File: src/rtl/ptrm_pkg.sv
// ----------------------------------------------------------------------------
// ptrm_pkg: shared types, codes and trig tables for pose_to_rotation_matrix
// Mode and result kind codes, the item record handed to the serializer, the
// rounding helper, and sine/cosine tables built at elaboration.
// ----------------------------------------------------------------------------
package ptrm_pkg;

  typedef logic [1:0] mode_t;
  localparam mode_t MODE_TRANS = 2'd0;
  localparam mode_t MODE_QUAT  = 2'd1;
  localparam mode_t MODE_EULER = 2'd2;
  localparam mode_t MODE_BOTH  = 2'd3;

  typedef logic [1:0] kind_t;
  localparam kind_t KIND_TRANS = 2'd0;
  localparam kind_t KIND_ROW0  = 2'd1;
  localparam kind_t KIND_ROW1  = 2'd2;
  localparam kind_t KIND_ROW2  = 2'd3;

  typedef logic signed [15:0] q14_t;

  typedef struct packed {
    mode_t                  mode;
    logic [5:0]             sensor;
    logic signed [31:0]     t0;
    logic signed [31:0]     t1;
    logic signed [31:0]     t2;
    logic [2:0][2:0][15:0]  rows;
  } item_t;

  // Angles in 1/64 degree
  localparam int UNITS_QUARTER = 5760;
  localparam int UNITS_FULL    = 23040;

  localparam logic [63:0] Q62_ONE  = 64'h4000000000000000;
  localparam logic [63:0] PI_Q62   = 64'hC90FDAA22168C234;
  localparam logic [63:0] STEP_Q62 = PI_Q62 / 64'd11520;

  // Table widths, all Q36
  localparam int SC_W = 37;
  localparam int SF_W = 31;
  localparam int DF_W = 24;

  typedef logic [89:0][SC_W-1:0] deg_tab_t;
  typedef logic [63:0][SF_W-1:0] fine_s_t;
  typedef logic [63:0][DF_W-1:0] fine_d_t;

  // Round half up by 2^sh, saturate to Q2.14
  function automatic q14_t q14_from(input logic signed [47:0] v, input int unsigned sh);
    logic signed [47:0] r;
    r = (v + (48'sd1 <<< (sh - 1))) >>> sh;
    if (r > 48'sd32767) begin
      return 16'sh7fff;
    end else if (r < -48'sd32768) begin
      return 16'sh8000;
    end else begin
      return r[15:0];
    end
  endfunction

  function automatic logic [63:0] mul_q62(input logic [63:0] a, input logic [63:0] b);
    logic [127:0] p;
    p = {64'd0, a} * {64'd0, b};
    return p[125:62];
  endfunction

  // Restoring shift-subtract quotient for the elaboration-time series
  function automatic logic [63:0] div_u64(input logic [63:0] n, input logic [63:0] d);
    logic [64:0] rem;
    logic [63:0] quo;
    rem = '0;
    quo = '0;
    for (int i = 63; i >= 0; i--) begin
      rem = {rem[63:0], n[i]};
      if (rem >= {1'b0, d}) begin
        rem = rem - {1'b0, d};
        quo[i] = 1'b1;
      end
    end
    return quo;
  endfunction

  // Taylor series in Q62, evaluated at elaboration only
  function automatic logic [63:0] taylor(input int unsigned u, input bit use_cos);
    logic [63:0] x;
    logic [63:0] x2;
    logic [63:0] term;
    logic [63:0] sum;
    logic [63:0] d;
    x = 64'(u) * STEP_Q62;
    x2 = mul_q62(x, x);
    term = use_cos ? Q62_ONE : x;
    sum = term;
    for (int k = 1; k <= 13; k++) begin
      d = use_cos ? 64'((2 * k - 1) * (2 * k)) : 64'((2 * k) * (2 * k + 1));
      term = div_u64(mul_q62(term, x2), d);
      if (k % 2 == 1) begin
        sum = sum - term;
      end else begin
        sum = sum + term;
      end
    end
    return sum;
  endfunction

  function automatic logic [37:0] to_q36(input logic [63:0] v);
    return 38'((v + 64'd33554432) >> 26);
  endfunction

  function automatic deg_tab_t make_deg_tab(input bit use_cos);
    deg_tab_t t;
    for (int d = 0; d < 90; d++) begin
      t[d] = SC_W'(to_q36(taylor(d * 64, use_cos)));
    end
    return t;
  endfunction

  function automatic fine_s_t make_sin_fine();
    fine_s_t t;
    for (int j = 0; j < 64; j++) begin
      t[j] = SF_W'(to_q36(taylor(j, 1'b0)));
    end
    return t;
  endfunction

  // One minus cosine of the fine step
  function automatic fine_d_t make_dcos_fine();
    fine_d_t t;
    for (int j = 0; j < 64; j++) begin
      t[j] = DF_W'(to_q36(Q62_ONE - taylor(j, 1'b1)));
    end
    return t;
  endfunction

  localparam deg_tab_t SIN_DEG   = make_deg_tab(1'b0);
  localparam deg_tab_t COS_DEG   = make_deg_tab(1'b1);
  localparam fine_s_t  SIN_FINE  = make_sin_fine();
  localparam fine_d_t  DCOS_FINE = make_dcos_fine();

endpackage

File: src/rtl/ptrm_out.sv
// ----------------------------------------------------------------------------
// ptrm_out: result serializer
// Holds one finished item and emits its translation, its rows or both, one
// result per cycle, from registered outputs.
// ----------------------------------------------------------------------------
module ptrm_out
  import ptrm_pkg::*;
(
  input  logic               clk,
  input  logic               rst,
  input  logic               in_valid,
  input  item_t              item,
  output logic               take,
  output logic               strobe,
  output logic [5:0]         sensor_out,
  output kind_t              kind,
  output logic signed [31:0] value_0,
  output logic signed [31:0] value_1,
  output logic signed [31:0] value_2,
  output logic               last
);

  logic        hv;
  item_t       h;
  logic [1:0]  cnt;
  kind_t       cur_kind;
  logic        cur_last;
  logic [31:0] v0_c, v1_c, v2_c;

  function automatic logic [31:0] ext(input logic [15:0] v);
    return {{16{v[15]}}, v};
  endfunction

  always_comb begin
    cur_kind = ((h.mode == MODE_QUAT) ? KIND_ROW0 : KIND_TRANS) + cnt;
    cur_last = (h.mode == MODE_TRANS) || (cur_kind == KIND_ROW2);
    take = !hv || cur_last;
    unique case (cur_kind)
      KIND_TRANS: begin
        v0_c = h.t0;
        v1_c = h.t1;
        v2_c = h.t2;
      end
      KIND_ROW0: begin
        v0_c = ext(h.rows[0][0]);
        v1_c = ext(h.rows[0][1]);
        v2_c = ext(h.rows[0][2]);
      end
      KIND_ROW1: begin
        v0_c = ext(h.rows[1][0]);
        v1_c = ext(h.rows[1][1]);
        v2_c = ext(h.rows[1][2]);
      end
      default: begin
        v0_c = ext(h.rows[2][0]);
        v1_c = ext(h.rows[2][1]);
        v2_c = ext(h.rows[2][2]);
      end
    endcase
  end

  always_ff @(posedge clk) begin
    if (rst) begin
      hv <= 1'b0;
      strobe <= 1'b0;
    end else begin
      strobe <= hv;
      if (take) begin
        hv <= in_valid;
      end
    end
  end

  always_ff @(posedge clk) begin
    if (take) begin
      h <= item;
      cnt <= 2'd0;
    end else begin
      cnt <= cnt + 2'd1;
    end
    sensor_out <= h.sensor;
    kind <= cur_kind;
    value_0 <= v0_c;
    value_1 <= v1_c;
    value_2 <= v2_c;
    last <= cur_last;
  end

endmodule

File: config.mk
export PLATFORM = sky130hd
export DESIGN_NAME = ptrm_out
export DESIGN_NICKNAME = d
export VERILOG_FILES = /design/src/rtl/ptrm_pkg.sv /design/src/rtl/ptrm_out.sv
export SDC_FILE = /design/constraint.sdc
export NUM_CORES = 1
export LEC_CHECK = 0
export CORE_MARGIN = 8
export CORE_UTILIZATION = 30
export DETAILED_ROUTE_END_ITERATION = 6
export DONT_BUFFER_PORTS = 1
export PLACE_DENSITY = 0.49
export SYNTH_ARGS = -nofsm -noshare
export SYNTH_HDL_FRONTEND = slang
export SYNTH_SLANG_ARGS = --single-unit
File: constraint.sdc
create_clock -name clk -period 23.5 [get_ports clk]
set_input_delay 2.35 -clock clk [delete_from_list [all_inputs] [get_ports clk]]
set_output_delay 2.35 -clock clk [all_outputs]
set_load 0.005 [all_outputs]
=== Word-level counts from Yosys, hierarchy flattened ===
Index checks and enable logic that the tools add are counted.

* Flip-flop bits (word level): 357
* Input port bits: 251
* Word-level logic and storage cells: 38

* Add/subtract/negate cells: 2
* Equal/unequal tests: 4
* Multiplexer cells: 4
* Reductions and logical operators: 5

{| class="wikitable"
|+ Operator list
! operator !! number
|-
| $pmux 32 s3 || 3
|-
| $eq 2x1->1 const B || 2
|-
| $eq 2x2->1 const B || 2
|-
| $logic_not 2->1 || 2
|-
| $add 1x2->2 || 1
|-
| $add 2x1->2 const B || 1
|-
| $logic_or 1x1->1 || 2
|-
| $logic_not 1->1 || 1
|-
| $mux 1 || 1
|}

=== Depth between registers and ports, before layout ===
* Word-level depth: 6
* Gate-level depth with buffers: 7
* Depth with buffers taken out: 6

=== Worst setup path after synthesis ===
Ideal clock, no wire load.

* Path type: register to output
* Start point: reg h[246] in the netlist's numbering
* End point: out take
* Arrival time: 13.761 ns
* Path slack: 7.389 ns
* Cell stages (with the launch flop): 6
* Path through: edfxtp_1 -> nor2b_1 -> ha_1 -> buf_2 -> inv_2 -> o221ai_1

* Word-level cells in the longest chain between the ends: 6

{| class="wikitable"
|+ Ends and longest elaborated chain
! element !! line !! source
|-
| start, declared || ptrm_out.sv:24 || <nowiki>item_t h;</nowiki>
|-
| start signal, assigned || ptrm_out.sv:76 || <nowiki>h <= item;</nowiki>
|-
| $eq 2x1->1 || ptrm_out.sv:35 || <nowiki>cur_kind = ((h.mode == MODE_QUAT) ? KIND_ROW0 : KIND_TRANS) + cnt;</nowiki>
|-
| $mux 1 || ptrm_out.sv:35 ||
|-
| $add 1x2->2 || ptrm_out.sv:35 ||
|-
| net cur_kind[0] || ptrm_out.sv:26 || <nowiki>kind_t cur_kind;</nowiki>
|-
| $eq 2x2->1 || ptrm_out.sv:36 || <nowiki>cur_last = (h.mode == MODE_TRANS) || (cur_kind == KIND_ROW2);</nowiki>
|-
| $logic_or 1x1->1 || ptrm_out.sv:36 ||
|-
| $logic_or 1x1->1 || ptrm_out.sv:37 || <nowiki>take = !hv || cur_last;</nowiki>
|-
| end, declared || ptrm_out.sv:13 || <nowiki>output logic take,</nowiki>
|}

The timed path passes the listed nets, and every way through them passes these cells.

=== Final worst setup path ===
Ends and elaborated chain as after synthesis.

==> metrics.txt <==
M1 WL 9.630 mm; Mapped Nets 800; Die X 211.2 µm; global placement routability congestion 0.7566; Die Y-Extent 211.2 µm; Setup crit start kind register; Post-Syn Instances 548; count of final hold-check violations 0; synth cell count leaders sky130_fd_sc_hd__edfxtp_1 (248), sky130_fd_sc_hd__dfxtp_1 (109), sky130_fd_sc_hd__a21oi_1 (53); antenna violations before repair 6; crit-path max FO 56; Worst IR Drop VDD 64.69 µV; first-pass GRT wire length 36.92 mm; leakage power summed over all cells 4.679 nW; tightest slew margin relative to the limit 28.11%; post-synthesis cell type with the largest combined area sky130_fd_sc_hd__edfxtp_1; vias in the first global route 5,334; PortBufs 0; share of Yosys cell area claimed by the top area cell type 65.16%; Overall Global Routing Usage 11.38%; count of final setup violators 0; post-route setup slack 18.03 ns; top routing layer in use met5; Wirelength per Cell 23.53 µm; run status completed; number of routed nets with antenna violations 0; sum of negative setup slack 0 ns; hold crit path type reg -> reg; largest net degree at the start of global routing 87; most frequently used flop master after synthesis sky130_fd_sc_hd__edfxtp_1; Hold Crit Depth 0; number of post-CTS setup repair buffers 0; timing startpoint of the critical path h[246]; sequential cell area fraction in the yosys report 84.25%; async set or reset register ratio after synthesis 0%; worst reg2reg setup slack 18.45 ns; TritonRoute pass-1 iters 4; critical path class reg -> out; destination of the worst register-to-register timing path h[43]; overall routed net length 26.29 mm; final HPWL from detailed placement 18.42 mm; layout cells sized above 1 19.90%; maximum clock path buffer count 3; met3 routed WL 2.807 mm; worst-case hold path end point sensor_out[2]; vias after detailed routing 4,946; Final Power 1.476 mW; # H-tree levels 2; clock transition time at the flip-flop clock pins of the worst setup and hold paths 0.06 ns; CTS Hold Buffers Added 0; sum of met2 wire segment lengths after detailed routing 13.09 mm; count of synthesis-stage warnings from yosys 0; TritonCTS clock tree built; power density of the placed cells 111.3 nW/µm²; NumNets Final 825; critical path arrival 3.12 ns; clock latency on the worst-skew pair 0.54 ns; count of flip-flops with a built-in enable after synthesis 248; beginning of the worst register-to-register path h[246]; number of different library cells in the post-synthesis netlist 20; Netlist Area Pre-Place 11,430 µm²; CTS root buffer sky130_fd_sc_hd__clkbuf_16; number of buffers created by CTS 39; slew of the pin with the lowest slew margin 1.078 ns; final worst-path cycle share 23.30%; overflow left after global routing 0; R2R depth 7; number of clock sinks 357; detailed-route vias per instance 4.428; worst-case clock skew 0.01431 ns; ranking of synthesized cells by area sky130_fd_sc_hd__edfxtp_1 (65%), sky130_fd_sc_hd__dfxtp_1 (19%), sky130_fd_sc_hd__mux4_2 (8.9%); max cap viols 0; area enclosed by the die boundary 44,600 µm²; Critical Path RT 21.15 ns; highest clock frequency the design can meet 182.7 MHz; number of synthesized register bits 357; most common cell in the netlist sky130_fd_sc_hd__edfxtp_1; Initial Utilization 30.42%; worst setup slack before clock tree synthesis 18.23 ns; placement row count 71; P&R area growth vs syn 16.03%; DRC Markers 0; count of cells resized by post-cts repair 0; number of slew-limit violations in the final report 0; placeable core region 37,580 µm²; crit path time final 5.475 ns; I/O pin count 358; unrepaired setup endpoints after global routing false; worst hold path startpoint h[242]; post-synthesis area per instance 20.86 µm²; Critical Path End Type output pin; number of DRC markers in iteration 0 314
-- how the worst max path moves through the flow --
stage / slack, ns / depth (start not counted) / end
2_1_floorplan: 7.39 / 5 / take
3_3_place_gp: 18.46 / 7 / h[150]
3_5_place_dp: 18.23 / 7 / h[150]
4_1_cts: 17.79 / 4 / take
5_1_grt: 17.75 / 4 / take
6_report: 18.03 / 4 / take
-- where the power goes --
| part | leakage (nW) | internal, mW | switching (mW) |
|---|---|---|---|
| clock | 0.602 | 0.345 | 0.238 |
| sequential | 3.46 | 0.761 | 0.0400 |
| combinational | 0.620 | 0.0389 | 0.0530 |
-- placed cells by master, fill, tap and decap left out, types with 3 or more instances in the layout --
master and instances:
sky130_fd_sc_hd__dfxtp_1 109, sky130_fd_sc_hd__nor2b_1 5, sky130_fd_sc_hd__a21oi_1 53, sky130_fd_sc_hd__clkbuf_1 9
sky130_fd_sc_hd__clkinv_2 4, sky130_fd_sc_hd__diode_2 3, sky130_fd_sc_hd__buf_4 6, sky130_fd_sc_hd__inv_6 4
sky130_fd_sc_hd__clkbuf_16 40, sky130_fd_sc_hd__mux4_2 45, sky130_fd_sc_hd__clkbuf_8 6, sky130_fd_sc_hd__edfxtp_1 248
sky130_fd_sc_hd__nand2_1 51, sky130_fd_sc_hd__clkinvlp_4 4, sky130_fd_sc_hd__a211oi_4 3
-- layer usage --
metal / GRT usage, % / vias up
met5: 0 / -
met4: 4.706 / 4
met3: 5.267 / 51
met2: 19.00 / 252
met1: 12.40 / 2476
li1: - / 2163
-- sequential cells by signal (all words and copies together) (netlist names) --
name        flops
h             248
value_2        32
cnt             2
value_1        32
value_0        32
last            1
kind            2
strobe          1
sensor_out      6
hv              1
-- kinds of logic (layout without fill, tap and decap cells) --
family	after synthesis	count (layout)	synth area share [%]
AO/OA/AOI/OAI	60	60	3.131
XOR/XNOR	2	2	0.3175
other	0	3	0
adder cells (fa/ha/maj)	1	1	0.1095
buffers and inverters	25	80	1.314
AND/OR/NAND/NOR	58	58	2.014
multiplexers	45	45	8.867
flip-flops	357	357	84.25
-- per-stage QoR --
stage,cells,area [µm²],hold WS (ns),util [%]
CTS,1114,13250,0.3414,35.27
finish,1117,13260,0.3392,35.29
floorplan,548,11430,0.3233,-
global placement,1043,12010,0.3259,31.95
detailed placement,1043,12010,0.3285,31.95
global route,1115,13260,0.3497,35.28
-- critical path: stages, from the launching register on --
cell	delay (ns)
sky130_fd_sc_hd__edfxtp_1	0.43
sky130_fd_sc_hd__nor2b_1	0.19
sky130_fd_sc_hd__ha_4	0.87
sky130_fd_sc_hd__inv_2	0.61
sky130_fd_sc_hd__o221ai_4	0.46
-- layout make-up --
class,count,area (µm²)
fillers,3495,24320
diodes,3,7.507
multi-input cells,166,1680
inverters,3,11.26
clock inverters,16,131.4
well taps,511,639.4
repair buffers,6,45.04
flip-flops and latches,357,9629
clock buffers,55,1117
Power figures use the tool's default switching activity.
